<file path="src/rtl/mpfc_pkg.sv">
// shared constants, types and the arctangent table of the marker pose block
package mpfc_pkg;

    // stream and field widths
    localparam int ID_W      = 10;
    localparam int IN_W      = 16;
    localparam int PIX_W     = 12;
    localparam int FRAC_BITS = 4;
    localparam int NUM_COORD = 8;
    localparam int S_TDATA_W = 144;
    localparam int M_TDATA_W = 224;

    // configuration port
    localparam int CFG_ADDR_W = 3;
    localparam int CFG_DATA_W = 32;
    localparam int COEF_W     = 24;
    localparam int OFF_W      = 32;
    localparam int HEAD_W     = 15;
    localparam int WHEAD_W    = 16;

    localparam logic [CFG_ADDR_W-1:0] REG_SCALED_COS   = 3'd0;
    localparam logic [CFG_ADDR_W-1:0] REG_SCALED_SIN   = 3'd1;
    localparam logic [CFG_ADDR_W-1:0] REG_OFFSET_X     = 3'd2;
    localparam logic [CFG_ADDR_W-1:0] REG_OFFSET_Y     = 3'd3;
    localparam logic [CFG_ADDR_W-1:0] REG_OFFSET_ANGLE = 3'd4;

    localparam logic [COEF_W-1:0] SCALED_COS_RST = 24'd1048576;

    // cordic datapath
    localparam int CORD_W    = 31;
    localparam int ANG_W     = 16;
    localparam int ATAN_LEN  = 24;
    localparam int CORD_GAIN_SHIFT = 12;

    localparam logic signed [ANG_W-1:0] ANG_HALF_PI = 16'sd6434;
    localparam logic signed [ANG_W-1:0] ANG_PI      = 16'sd12868;

    // defaults for the top level parameters
    localparam int PIXEL_BITS_DEF   = 12;
    localparam int CORDIC_STEPS_DEF = 14;

    // per-marker geometry carried alongside the cordic
    typedef struct packed {
        logic [ID_W-1:0]  id;
        logic [PIX_W-1:0] px;
        logic [PIX_W-1:0] py;
        logic [PIX_W-1:0] mx;
        logic [PIX_W-1:0] my;
    } t_geom;

    // cordic vector state
    typedef struct packed {
        logic                     zero;
        logic signed [CORD_W-1:0] x;
        logic signed [CORD_W-1:0] y;
        logic signed [ANG_W-1:0]  z;
    } t_vec;

    // atan(2^-i) in q3.12, rounded to nearest
    function automatic logic [ANG_W-1:0] atan_q12(input int step);
        logic [ANG_W-1:0] v;
        case (step)
            0:       v = 16'd3217;
            1:       v = 16'd1899;
            2:       v = 16'd1003;
            3:       v = 16'd509;
            4:       v = 16'd256;
            5:       v = 16'd128;
            6:       v = 16'd64;
            7:       v = 16'd32;
            8:       v = 16'd16;
            9:       v = 16'd8;
            10:      v = 16'd4;
            11:      v = 16'd2;
            12:      v = 16'd1;
            default: v = 16'd0;
        endcase
        return v;
    endfunction

endpackage

</file>
<file path="src/rtl/mpfc_out_buf.sv">
// output register with one skid entry so the pipeline keeps moving under a single stall
module mpfc_out_buf (
    input  logic                             i_clk,
    input  logic                             i_rst_n,
    input  logic                             i_valid,
    input  logic [mpfc_pkg::M_TDATA_W-1:0]   i_data,
    output logic                             o_ready,
    output logic                             o_valid,
    output logic [mpfc_pkg::M_TDATA_W-1:0]   o_data,
    input  logic                             i_ready
);

    logic                           r_out_v, r_skd_v;
    logic [mpfc_pkg::M_TDATA_W-1:0] r_out_d, r_skd_d;

    always_ff @(posedge i_clk) begin
        if (!i_rst_n) begin
            r_out_v <= 1'b0;
            r_skd_v <= 1'b0;
        end else if (r_skd_v) begin
            if (i_ready) begin
                r_skd_v <= 1'b0;
            end
        end else if (i_valid) begin
            if (!r_out_v || i_ready) begin
                r_out_v <= 1'b1;
            end else begin
                r_skd_v <= 1'b1;
            end
        end else if (i_ready) begin
            r_out_v <= 1'b0;
        end
    end

    always_ff @(posedge i_clk) begin
        if (r_skd_v) begin
            if (i_ready) begin
                r_out_d <= r_skd_d;
            end
        end else if (i_valid) begin
            if (!r_out_v || i_ready) begin
                r_out_d <= i_data;
            end else begin
                r_skd_d <= i_data;
            end
        end
    end

    assign o_ready = !r_skd_v;
    assign o_valid = r_out_v;
    assign o_data  = r_out_d;

endmodule

</file>
<file path="config.mk">
export PLATFORM = sky130hd
export DESIGN_NAME = mpfc_out_buf
export DESIGN_NICKNAME = d
export VERILOG_FILES = /design/src/rtl/mpfc_pkg.sv /design/src/rtl/mpfc_out_buf.sv
export SDC_FILE = /design/constraint.sdc
export NUM_CORES = 1
export LEC_CHECK = 0
export ABC_AREA = 1
export BUFFER_PORTS_ARGS = -buffer_cell sky130_fd_sc_hd__buf_2
export CAP_MARGIN = 15
export CORE_MARGIN = 2
export CORE_UTILIZATION = 47
export DETAILED_ROUTE_END_ITERATION = 8
export PLACE_DENSITY = 0.86
export SLEW_MARGIN = 20
export SYNTH_ARGS = -nofsm -noshare
export SYNTH_HDL_FRONTEND = slang
export SYNTH_SLANG_ARGS = --single-unit
</file>
<file path="constraint.sdc">
create_clock -name i_clk -period 14.2 [get_ports i_clk]
set_input_delay 2.13 -clock i_clk [delete_from_list [all_inputs] [get_ports i_clk]]
set_output_delay 2.13 -clock i_clk [all_outputs]
set_load 0.1 [all_outputs]
</file>
# Word-level counts from Yosys, hierarchy flattened
# Index checks and enable logic that the tools add are counted.
[word_totals] register_bits=450 elab_cells=28 out_inout_bits=226
[op_classes] mux=11 eq_ne=2 n_reduce_logical=9 n_bitwise=2
[ops] cell="$mux W224" n=4
[ops] cell="$reduce_and A3 Y1" n=3
[ops] cell="$mux W1" n=7
[ops] cell="$reduce_bool A2 Y1" n=3
[ops] cell="$logic_not A1 Y1" n=2
[ops] cell="$ne A2 B1 Y1 const B" n=1
[ops] cell="$ne A2 B2 Y1 const B" n=1
[ops] cell="$not A1 Y1" n=2
[ops] cell="$logic_or A1 B1 Y1" n=1

# Logic depth before layout (Yosys ltp)
# Gate-level depths: netlist (run 1).
[depth] depth_word=5 mapped_depth=6 ltp_nobuf=5

# Worst setup path after synthesis (run 1)
# Ideal clock, no wire load.
[synth_path] path_type="in2reg" start="input i_valid" end="register r_out_d, in the netlist o_data[0] (enable)" required_time_ns=13.313 path_buffers=0 t_arrival_ns=13.079 cell_stages=2 setup_time_ns=0.887 setup_slack_ns=0.234 cell_sequence="nand2_1 o22ai_1"
[synth_via] elab_chain_cells=2
[synth_rtl] item="from (decl)" line_no="mpfc_out_buf.sv:5" text="input logic i_valid,"
[synth_rtl] item="$reduce_bool A2 Y1 (no line)"
[synth_rtl] item="$reduce_and A3 Y1 (no line)"
[synth_rtl] item="to (signal assigned)" line_no="mpfc_out_buf.sv:38" text="r_out_d <= r_skd_d;"
[synth_rtl] item="to (signal assigned)" line_no="mpfc_out_buf.sv:42" text="r_out_d <= i_data;"
[synth_rtl] item="to (decl)" line_no="mpfc_out_buf.sv:14" text="logic [mpfc_pkg::M_TDATA_W-1:0] r_out_d, r_skd_d;"
# Every way passes these cells.
# A chain may end at the register's enable or synchronous reset.

# Worst setup path in the final report (run 1)
[layout_path] start="register r_skd_v" end="output o_ready"
[layout_via] elab_chain_cells=1
[layout_rtl] item="from (decl)" line_no="mpfc_out_buf.sv:13" text="logic r_out_v, r_skd_v;"
[layout_rtl] item="from (signal assigned)" line_no="mpfc_out_buf.sv:19" text="r_skd_v <= 1'b0;"
[layout_rtl] item="from (signal assigned)" line_no="mpfc_out_buf.sv:22" text="r_skd_v <= 1'b0;"
[layout_rtl] item="from (signal assigned)" line_no="mpfc_out_buf.sv:28" text="r_skd_v <= 1'b1;"
[layout_rtl] item="$logic_not A1 Y1" line_no="mpfc_out_buf.sv:49" text="assign o_ready = !r_skd_v;"
[layout_rtl] item="to (decl)" line_no="mpfc_out_buf.sv:7" text="output logic o_ready,"
# Every way passes these cells.

==> flow_metrics.tcl, run 1 <==
set metrics [dict create \
    timing.hold.ws_ns 0.5147 \
    die_height_um 191.0 \
    arrival_ns 2.21 \
    wl_um 38140 \
    path_class "reg -> out" \
    grt_start_max_net_pins 88 \
    synth.net_count 1418 \
    postSynthCellCount 1190 \
    cts_made_buffers 44 \
    grt_first_pass_wirelength_um 56660 \
    grt_pass1_vias 10529 \
    synthDistinctLibCells 13 \
    clock_path_buffers 3 \
    detailroute.via_count 10581 \
    cts-hold-fix-buffers 0 \
    cts_repair_resize_count 0 \
    synthesis.area_per_instance_um2 13.81 \
    critPathMaxFanout 84 \
    core_area_um2 34460 \
    critPathLaunchType "register" \
    drtAntennaViolNets 0 \
    synth-compound-area-share_pct 0.06855 \
    largest_family_of_logic_cells_by_synthesized_area "simple AND/OR/NAND/NOR gates" \
    multiInputGateArea_um2 2582 \
    grt_usage_pct 20.46 \
    total_congestion_overflow 0 \
    place_ws_ns 9.680 \
    max_freq_mhz 230.4 \
    dp.cells 2058 \
    drt-vias-per-instance 4.944 \
    finalCritPeriodShare_pct 30.57 \
    core.rowCount 68 \
    drc 0 \
    timing_worst_slew_pin_value_ns 1.051 \
    power_density_nw_per_um2 157.2 \
    layout_commonest_cell "nand2_1" \
    clock-sinks 450 \
    final_instance_count_without_filler_cells 2140 \
    area.growth.synth_to_final_pct 24.07 \
    hp-class "reg -> reg" \
    timing.final.ws_setup_ns 9.859 \
    synth.yosys.seq_area_share_pct 82.13 \
    critical_path.endpoint_type "primary output" \
    syn-cell-area_um2 16430 \
    seqCellArea_um2 13500 \
    setup_tns_ns 0 \
    timing.final.crit_period_ns 4.341 \
    number_of_buffer_cells_added_on_primary_ports 453 \
    clock-skew-final_ns 0.01174 \
    drt_first_iter_violations 702 \
    final_layout_size_suffix_gt1_share_pct 31.23 \
    start_util_pct 47.68 \
    drv.max_cap_violation_count 0 \
    grt_antenna_before_repair 8 \
    drtPass1Iterations 5 \
    tritoncts "yes" \
    dieArea_um2 36470 \
    rsz0062_at_grt "false" \
    yosysWarningCount 0 \
    routabilityCongestion 0.9222 \
    clockRootBuffer "clkbuf_16" \
    htree_levels 2 \
    setup_viol 0 \
    fin_nets 1877 \
    commonest_cells_after_routing_fill_and_taps_aside "nand2_1 (678), buf_2 (453), edfxtp_1 (448)" \
    max-slew-margin-rel_pct 29.93 \
    detailed_placement_hpwl_um 25640 \
    hold_viol_final 0 \
    synth-simple-area-share_pct 15.57 \
    total_power_mw 3.205 \
    postSynthRegisterBits 450 \
    filler_cell_count 2608 \
    yosys.area_share.adder_pct 0 \
    clock_insertion_delay_worst_skew_ns 0.55 \
    outcome "finished, final reports clean" \
    power.ir.vdd_worst_v 0.0001329 \
    die_width_um 191.0 \
    power.leakage_nw 8.661 \
    routedWlPerCell_um 17.82 \
    worst-endpoint-required_ns 12.07 \
    ios 454 \
    post_cts_buffers 0 \
    timing.final.max_slew_violations 0 \
    yosys.area_share.xor_xnor_pct 0 \
    synth.mux.area_fraction_pct 0 \
    cts.clk_slew.worst_paths_ns 0.06 \
]
==> power by group <==
part	switching [mW]	internal (mW)	total [mW]
Sequential	0.0217	1.55	1.57
Clock	0.464	0.629	1.09
Combinational	0.469	0.0736	0.543
Total	0.956	2.25	3.20
==> kinds of logic (layout without fill, tap and decap cells) <==
family / count (synthesis) / count (layout)
DFF: 450 / 450
AOI/OAI and AO/OA: 2 / 2
and+or+nand+nor: 681 / 681
buffers and inverters: 57 / 548
other: 0 / 4
==> metal layers <==
metal  part of all wire (%)  vias to the layer above  wire length (um)  global-route usage, %
li1                       -                     4949                 -                      -
met1                     37                     4947             13920                  24.80
met2                     49                      592             18620                  33.70
met3                     11                       87              4129                  6.169
met4                    3.7                        6              1428                  9.600
met5                   0.12                        -                45                      0
==> cell usage after synthesis <==
| master | n | area [um^2] |
|---|---|---|
| a21oi_1 | 1 | 5.000 |
| nor2_1 | 2 | 7.510 |
| inv_2 | 1 | 3.750 |
| clkbuf_1 | 4 | 15.01 |
| edfxtp_1 | 448 | 13450 |
| o22ai_1 | 1 | 6.260 |
| buf_6 | 10 | 112.6 |
| inv_1 | 6 | 22.52 |
| dfxtp_1 | 2 | 40.04 |
| nand2_1 | 678 | 2545 |
| nand3_1 | 1 | 5.000 |
| buf_4 | 13 | 97.59 |
| buf_2 | 23 | 115.1 |
==> area by class of cell <==
class	instances	area share, %
sequential	450	66.21
multi-input combinational	683	12.67
timing repair buffer	463	11.49
clock buffer	60	5.899
tap	455	2.793
clock inverter	18	0.6936
inverter	7	0.1903
antenna	4	0.04911
==> sequential cells by signal, summed over array words and instances, names as in the netlist <==
| register | flops |
|---|---|
| o_data | 224 |
| r_skd_d | 224 |
| o_valid | 1 |
| r_skd_v | 1 |
==> worst paths after layout <==
path                           from               endpoint  slack, ns  cells past startpoint
min reg2reg  r_skd_d[106]$_DFFE_PP_  o_data[106]$_DFFE_PP_       0.51                      2
max              r_skd_v$_SDFF_PN0_                o_ready       9.86                      2
min          r_skd_d[106]$_DFFE_PP_  o_data[106]$_DFFE_PP_       0.51                      2
max reg2reg      r_skd_v$_SDFF_PN0_   o_data[41]$_DFFE_PP_      10.84                      5
==> worst max-delay path, stage by stage, from the launching register on <==
cell,delay (ns)
dfxtp_4,0.53
inv_6,0.56
buf_2,0.54
==> through the flow <==
stage / area [um^2] / util (%)
floorplan: 16430 / -
global placement: 19030 / 55.23
detailed placement: 19030 / 55.23
CTS: 20370 / 59.12
global route: 20380 / 59.14
finish: 20380 / 59.15
Power figures use the tool's default switching activity.
==> run 2, diff against run 1 <==
--- a/config.mk
+++ b/config.mk
@@ -9,9 +9,9 @@
 export BUFFER_PORTS_ARGS = -buffer_cell sky130_fd_sc_hd__buf_2
 export CAP_MARGIN = 15
 export CORE_MARGIN = 2
-export CORE_UTILIZATION = 47
+export CORE_UTILIZATION = 52
 export DETAILED_ROUTE_END_ITERATION = 8
-export PLACE_DENSITY = 0.86
+export PLACE_DENSITY = 0.89
 export SLEW_MARGIN = 20
 export SYNTH_ARGS = -nofsm -noshare
 export SYNTH_HDL_FRONTEND = slang
==> constraint.sdc (replaced) <==
create_clock -name i_clk -period 4 [get_ports i_clk]
set_input_delay 0.6 -clock i_clk [delete_from_list [all_inputs] [get_ports i_clk]]
set_output_delay 0.6 -clock i_clk [all_outputs]
set_load 0.1 [all_outputs]
==> run 2 against run 1 <==
Effect of this change:
- first-iteration DRC count is 16% higher
- critical path depth stayed put
- worst hold slack worse by 0.25 ns
- final area is 0.15% lower
- clock skew hardly changed
- largest cell class unchanged
- critical path type unchanged
==> flow_metrics.tcl, run 2 (synthesized netlist as in run 1, its figures left out) <==
set metrics [dict create \
    outcome "finished, final reports clean" \
    clock_power_share_pct 33.3 \
    power.ir.vdd_worst_v 0.0003878 \
    total_power_mw 11.27 \
    flop_to_flop_setup_slack_ns 1.51 \
    drt-vias-per-instance 5.168 \
    core.rowCount 65 \
    filler_cell_count 2115 \
    cts.clk_slew.worst_paths_ns 0.06 \
    worst_hold_startpoint "i_data[78]" \
    grt_first_pass_wirelength_um 59070 \
    power.leakage_nw 8.651 \
    number_of_buffer_cells_added_on_primary_ports 453 \
    multiInputGateArea_um2 2601 \
    rr_worst_depth 3 \
    ios 454 \
    setup_viol 0 \
    tritoncts "yes" \
    htree_levels 2 \
    hold_viol_final 0 \
    clock_path_buffers 3 \
    timing_worst_slew_pin_value_ns 1.013 \
    dp.cells 2007 \
    core_area_um2 31310 \
    routabilityCongestion 0.8101 \
    critical_path.endpoint_type "primary output" \
    final_instance_count_without_filler_cells 2086 \
    grt_start_max_net_pins 118 \
    drtPass1Iterations 5 \
    arrival_ns 2.07 \
    grt_usage_pct 23.19 \
    whs_endpoint "r_skd_d[78]$_DFFE_PP_" \
    cts_repair_resize_count 0 \
    detailed_placement_hpwl_um 25100 \
    dieArea_um2 33030 \
    grt_antenna_before_repair 4 \
    clock-sinks 450 \
    whs_path_depth 1 \
    drtAntennaViolNets 0 \
    drc 0 \
    swShare_pct 30.08 \
    layout_commonest_cell "nand2_1" \
    worst-endpoint-required_ns 3.40 \
    wl_um 39100 \
    total_congestion_overflow 0 \
    critPathMaxFanout 57 \
    cts_made_buffers 44 \
    die_width_um 181.7 \
    fin_nets 1879 \
    power_density_nw_per_um2 553.5 \
    max-slew-margin-rel_pct 32.49 \
    post_cts_buffers 0 \
    start_util_pct 52.47 \
    clock-skew-final_ns 0.01137 \
    hp-class "in -> reg" \
    routedWlPerCell_um 18.74 \
    grt_pass1_vias 10857 \
    final_layout_size_suffix_gt1_share_pct 31.31 \
    seqPwrFrac_pct 49.4 \
    path_class "reg -> out" \
    die_height_um 181.7 \
    regToRegEndpoint "o_data[143]$_DFFE_PP_" \
    switching_power_mw 3.389 \
    detailroute.via_count 10781 \
    drt_first_iter_violations 812 \
    drv.max_cap_violation_count 0 \
    commonest_cells_after_routing_fill_and_taps_aside "nand2_1 (677), buf_2 (453), edfxtp_1 (448)" \
    rsz0062_at_grt "false" \
    finalCritPeriodShare_pct 66.73 \
    timing.final.max_slew_violations 0 \
    area.growth.synth_to_final_pct 23.89 \
    share_comb_of_total_power_pct 17.3 \
    design_internal_power_mw 7.876 \
    seqCellArea_um2 13500 \
    critPathLaunchType "register" \
    cts-hold-fix-buffers 0 \
    clockRootBuffer "clkbuf_16" \
    clock_insertion_delay_worst_skew_ns 0.52 \
    max_freq_mhz 374.6 \
    r2r_start "r_skd_v$_SDFF_PN0_" \
    timing.final.crit_period_ns 2.669 \
]
-- run 2: cell types whose count changed in the layout (fill, tap and decap cells not counted), sizes merged --
cell	previous run	this run
inv	8	6
clkbuf	60	58
clkinvlp	1	2
buf	463	465
bufinv	2	1
clkinv	14	15
-- run 2: per-layer routing --
| metal | share of wire, % | up-vias | track usage (%) |
|---|---|---|---|
| li1 | - | 4947 | - |
| met1 | 35 | 5140 | 27.38 |
| met2 | 50 | 594 | 39.92 |
| met3 | 11 | 100 | 7.561 |
| met4 | 3.7 | 0 | 8.455 |
| met5 | 0 | - | 0 |
-- run 2: power groups by stage --
stage / sequential [mW] / clock (mW) / combinational [mW]
floorplan: 6.96 / 0 / 0.243
global placement: 5.65 / 0 / 1.91
detailed placement: 5.66 / 0 / 1.94
CTS: 5.56 / 3.81 / 1.95
global route: 5.58 / 3.97 / 2.02
finish: 5.56 / 3.76 / 1.95
-- run 2: metrics by stage --
step                area (um^2)  utilization (%)  hold WS [ns]  setup slack (ns)  setup TNS [ns]
floorplan                 16480                -        0.4905           -0.7716         -283.33
CTS                       20340            64.97        0.2413             1.264               0
detailed placement        19070            60.90        0.5015             1.520               0
global placement          19070            60.90        0.4966             1.545               0
finish                    20350            65.00        0.2638             1.331               0
global route              20350            65.00        0.2318             1.205               0
-- run 2: cell type report --
cell class                      count  area share, %
Multi-Input combinational cell    683          12.78
Sequential cell                   450          66.33
Inverter                            7         0.2090
Clock buffer                       58          5.772
Antenna cell                        4        0.04918
Clock inverter                     17         0.4979
Tap cell                          402          2.471
Timing Repair Buffer              465          11.89
-- run 2: critical path: stages, from the launching register on --
cell and delay, ns:
dfxtp_4 0.52, inv_6 0.46, buf_2 0.53
-- run 2: worst max path at each step --
stage,from,end,slack (ns),cells past startpoint
after global routing,r_skd_v$_SDFF_PN0_,o_ready,1.20,2
after global placement,i_valid,r_skd_d[133]$_DFFE_PP_,1.54,6
after CTS,r_skd_v$_SDFF_PN0_,o_ready,1.26,2
final,r_skd_v$_SDFF_PN0_,o_ready,1.33,2
after floorplan,i_valid,o_data[0]$_DFFE_PP_,-0.77,2
after detailed placement,r_skd_v$_SDFF_PN0_,o_data[94]$_DFFE_PP_,1.52,3
==> run 3, diff against run 2 <==
==> constraint.sdc (replaced) <==
create_clock -name i_clk -period 2.63 [get_ports i_clk]
set_input_delay 0.3945 -clock i_clk [delete_from_list [all_inputs] [get_ports i_clk]]
set_output_delay 0.3945 -clock i_clk [all_outputs]
set_load 0.1 [all_outputs]
==> run 3 against run 2 <==
Effect of this change:
- critical path depth stayed put
- global-route usage is 0.59 points lower
- utilization is 0.88 points higher
- final area is 1.3% higher
- sequential cell count stayed put
- combinational power is 53% higher
- clock skew is 0.0084 ns higher
- sequential power is 52% higher
- wire length is 1.7% lower
- non-clock buffer count is 9 higher
- highest routed layer is now met5
==> flow_metrics.tcl, run 3 (synthesized netlist as in run 1, its figures left out) <==
set metrics [dict create \
    outcome "finished, final reports clean" \
    whs_endpoint "r_skd_d[223]$_DFFE_PP_" \
    grt_pass1_vias 10686 \
    cts.clk_slew.worst_paths_ns 0.06 \
    layout_commonest_cell "nand2_1" \
    number_of_buffer_cells_added_on_primary_ports 453 \
    rr_worst_depth 4 \
    grt_start_max_net_pins 211 \
    clock_insertion_delay_worst_skew_ns 0.53 \
    routabilityCongestion 0.8351 \
    drtAntennaViolNets 0 \
    routedWlPerCell_um 18.33 \
    clock-skew-final_ns 0.01979 \
    grt_usage_pct 22.60 \
    critPathMaxFanout 18 \
    hp-class "in -> reg" \
    drv.max_cap_violation_count 0 \
    detailroute.via_count 10790 \
    hold_viol_final 0 \
    power_density_nw_per_um2 856.4 \
    r2r_start "r_skd_v$_SDFF_PN0_" \
    flop_to_flop_setup_slack_ns 0.84 \
    power.ir.vdd_worst_v 0.0007345 \
    tritoncts "yes" \
    total_congestion_overflow 0 \
    die_width_um 181.7 \
    cts_repair_resize_count 0 \
    ios 454 \
    post_cts_buffers 0 \
    drt-vias-per-instance 5.145 \
    dieArea_um2 33030 \
    path_delay_family "buffers and inverters" \
    critical_path.endpoint_type "primary output" \
    swShare_pct 29.57 \
    rsz0062_at_grt "false" \
    cts-hold-fix-buffers 0 \
    start_util_pct 52.47 \
    clock_path_buffers 3 \
    drtPass1Iterations 5 \
    wl_um 38430 \
    cts_made_buffers 45 \
    final_layout_size_suffix_gt1_share_pct 32.13 \
    timing.final.crit_period_ns 1.912 \
    timing.final.max_slew_violations 0 \
    area.growth.synth_to_final_pct 25.56 \
    drt_first_iter_violations 909 \
    max-slew-margin-rel_pct 38.61 \
    path_class "reg -> out" \
    switching_power_mw 5.224 \
    core.rowCount 65 \
    drc 0 \
    worst-path-buf-inv 2 \
    power.leakage_nw 8.797 \
    arrival_ns 1.52 \
    grt_antenna_before_repair 4 \
    finalCritPeriodShare_pct 72.70 \
    design_internal_power_mw 12.44 \
    detailed_placement_hpwl_um 25430 \
    seqPwrFrac_pct 47.9 \
    clockRootBuffer "clkbuf_16" \
    post-route-util_pct 65.88 \
    clock-sinks 450 \
    timing_worst_slew_pin_value_ns 0.9208 \
    setup_viol 0 \
    critical-path-max-stage-delay_ns 0.46 \
    share_comb_of_total_power_pct 16.9 \
    critical_path.slowest_cell "buf_2" \
    crit_path_cell_trace "inv_6 -> buf_2" \
    worst-endpoint-required_ns 2.24 \
    critPathLaunchType "register" \
    max_freq_mhz 523.0 \
    core_area_um2 31310 \
    whs_path_depth 1 \
    fin_nets 1889 \
    commonest_cells_after_routing_fill_and_taps_aside "nand2_1 (677), buf_2 (453), edfxtp_1 (448)" \
    grt_first_pass_wirelength_um 57580 \
    final_design_area_no_fill_um2 20630 \
    htree_levels 2 \
    worst_hold_startpoint "i_data[223]" \
    clock_power_share_pct 35.3 \
    regToRegEndpoint "o_data[159]$_DFFE_PP_" \
    placed_cell_area_um2 19190 \
    die_height_um 181.7 \
]
run 3: routing by layer:
layer | wire, um | GRT usage (%)
met4 | 1286 | 9.041
met3 | 4080 | 6.077
met2 | 19330 | 38.87
met1 | 13710 | 27.29
met5 | 11 | 0
run 3: metrics by stage:
step	total power, mW	setup TNS (ns)	instances	setup WS [ns]	hold slack, ns
after floorplan	10.96	-860.12	1190	-2.068	0.4905
after global placement	11.51	0	2016	0.7612	0.4970
after detailed placement	11.58	0	2016	0.7254	0.5009
after CTS	17.77	0	2095	0.6981	0.02506
after global routing	18.15	0	2097	0.6767	0.03046
final	17.66	0	2097	0.7180	0.04893
run 3: worst max path at each step:
| stage | startpoint | cells past startpoint | slack, ns | to |
|---|---|---|---|---|
| after global placement | i_ready | 6 | 0.76 | r_skd_d[151]$_DFFE_PP_ |
| after global routing | r_skd_v$_SDFF_PN0_ | 2 | 0.68 | o_ready |
| after detailed placement | i_ready | 6 | 0.73 | r_skd_d[151]$_DFFE_PP_ |
| after CTS | r_skd_v$_SDFF_PN0_ | 2 | 0.70 | o_ready |
| after floorplan | o_valid$_SDFFE_PN0P_ | 3 | -2.07 | o_data[0]$_DFFE_PP_ |
| final | r_skd_v$_SDFF_PN0_ | 2 | 0.72 | o_ready |
run 3: power groups by stage:
stage	combinational [mW]	clock (mW)	sequential [mW]
6_report	2.98	6.23	8.46
5_1_grt	3.08	6.59	8.48
4_1_cts	2.99	6.33	8.46
3_5_place_dp	2.98	0	8.60
3_3_place_gp	2.92	0	8.59
2_1_floorplan	0.369	0	10.6
run 3: final cells by class:
cell class              count  area (um^2)
flip-flops and latches    450        13500
diodes                      2        5.005
repair buffers            474         2562
well taps                 402        503.0
fillers                  2093        10680
inverters                   7        35.03
multi-input cells         683         2587
clock buffers              60         1225
clock inverters            19        209.0
run 3: worst reg2reg max path, stage by stage (launching register included):
cell     delay [ns]
dfxtp_4        0.37
inv_6          0.15
nand2_2        0.11
o22ai_4        0.23
buf_12         0.43
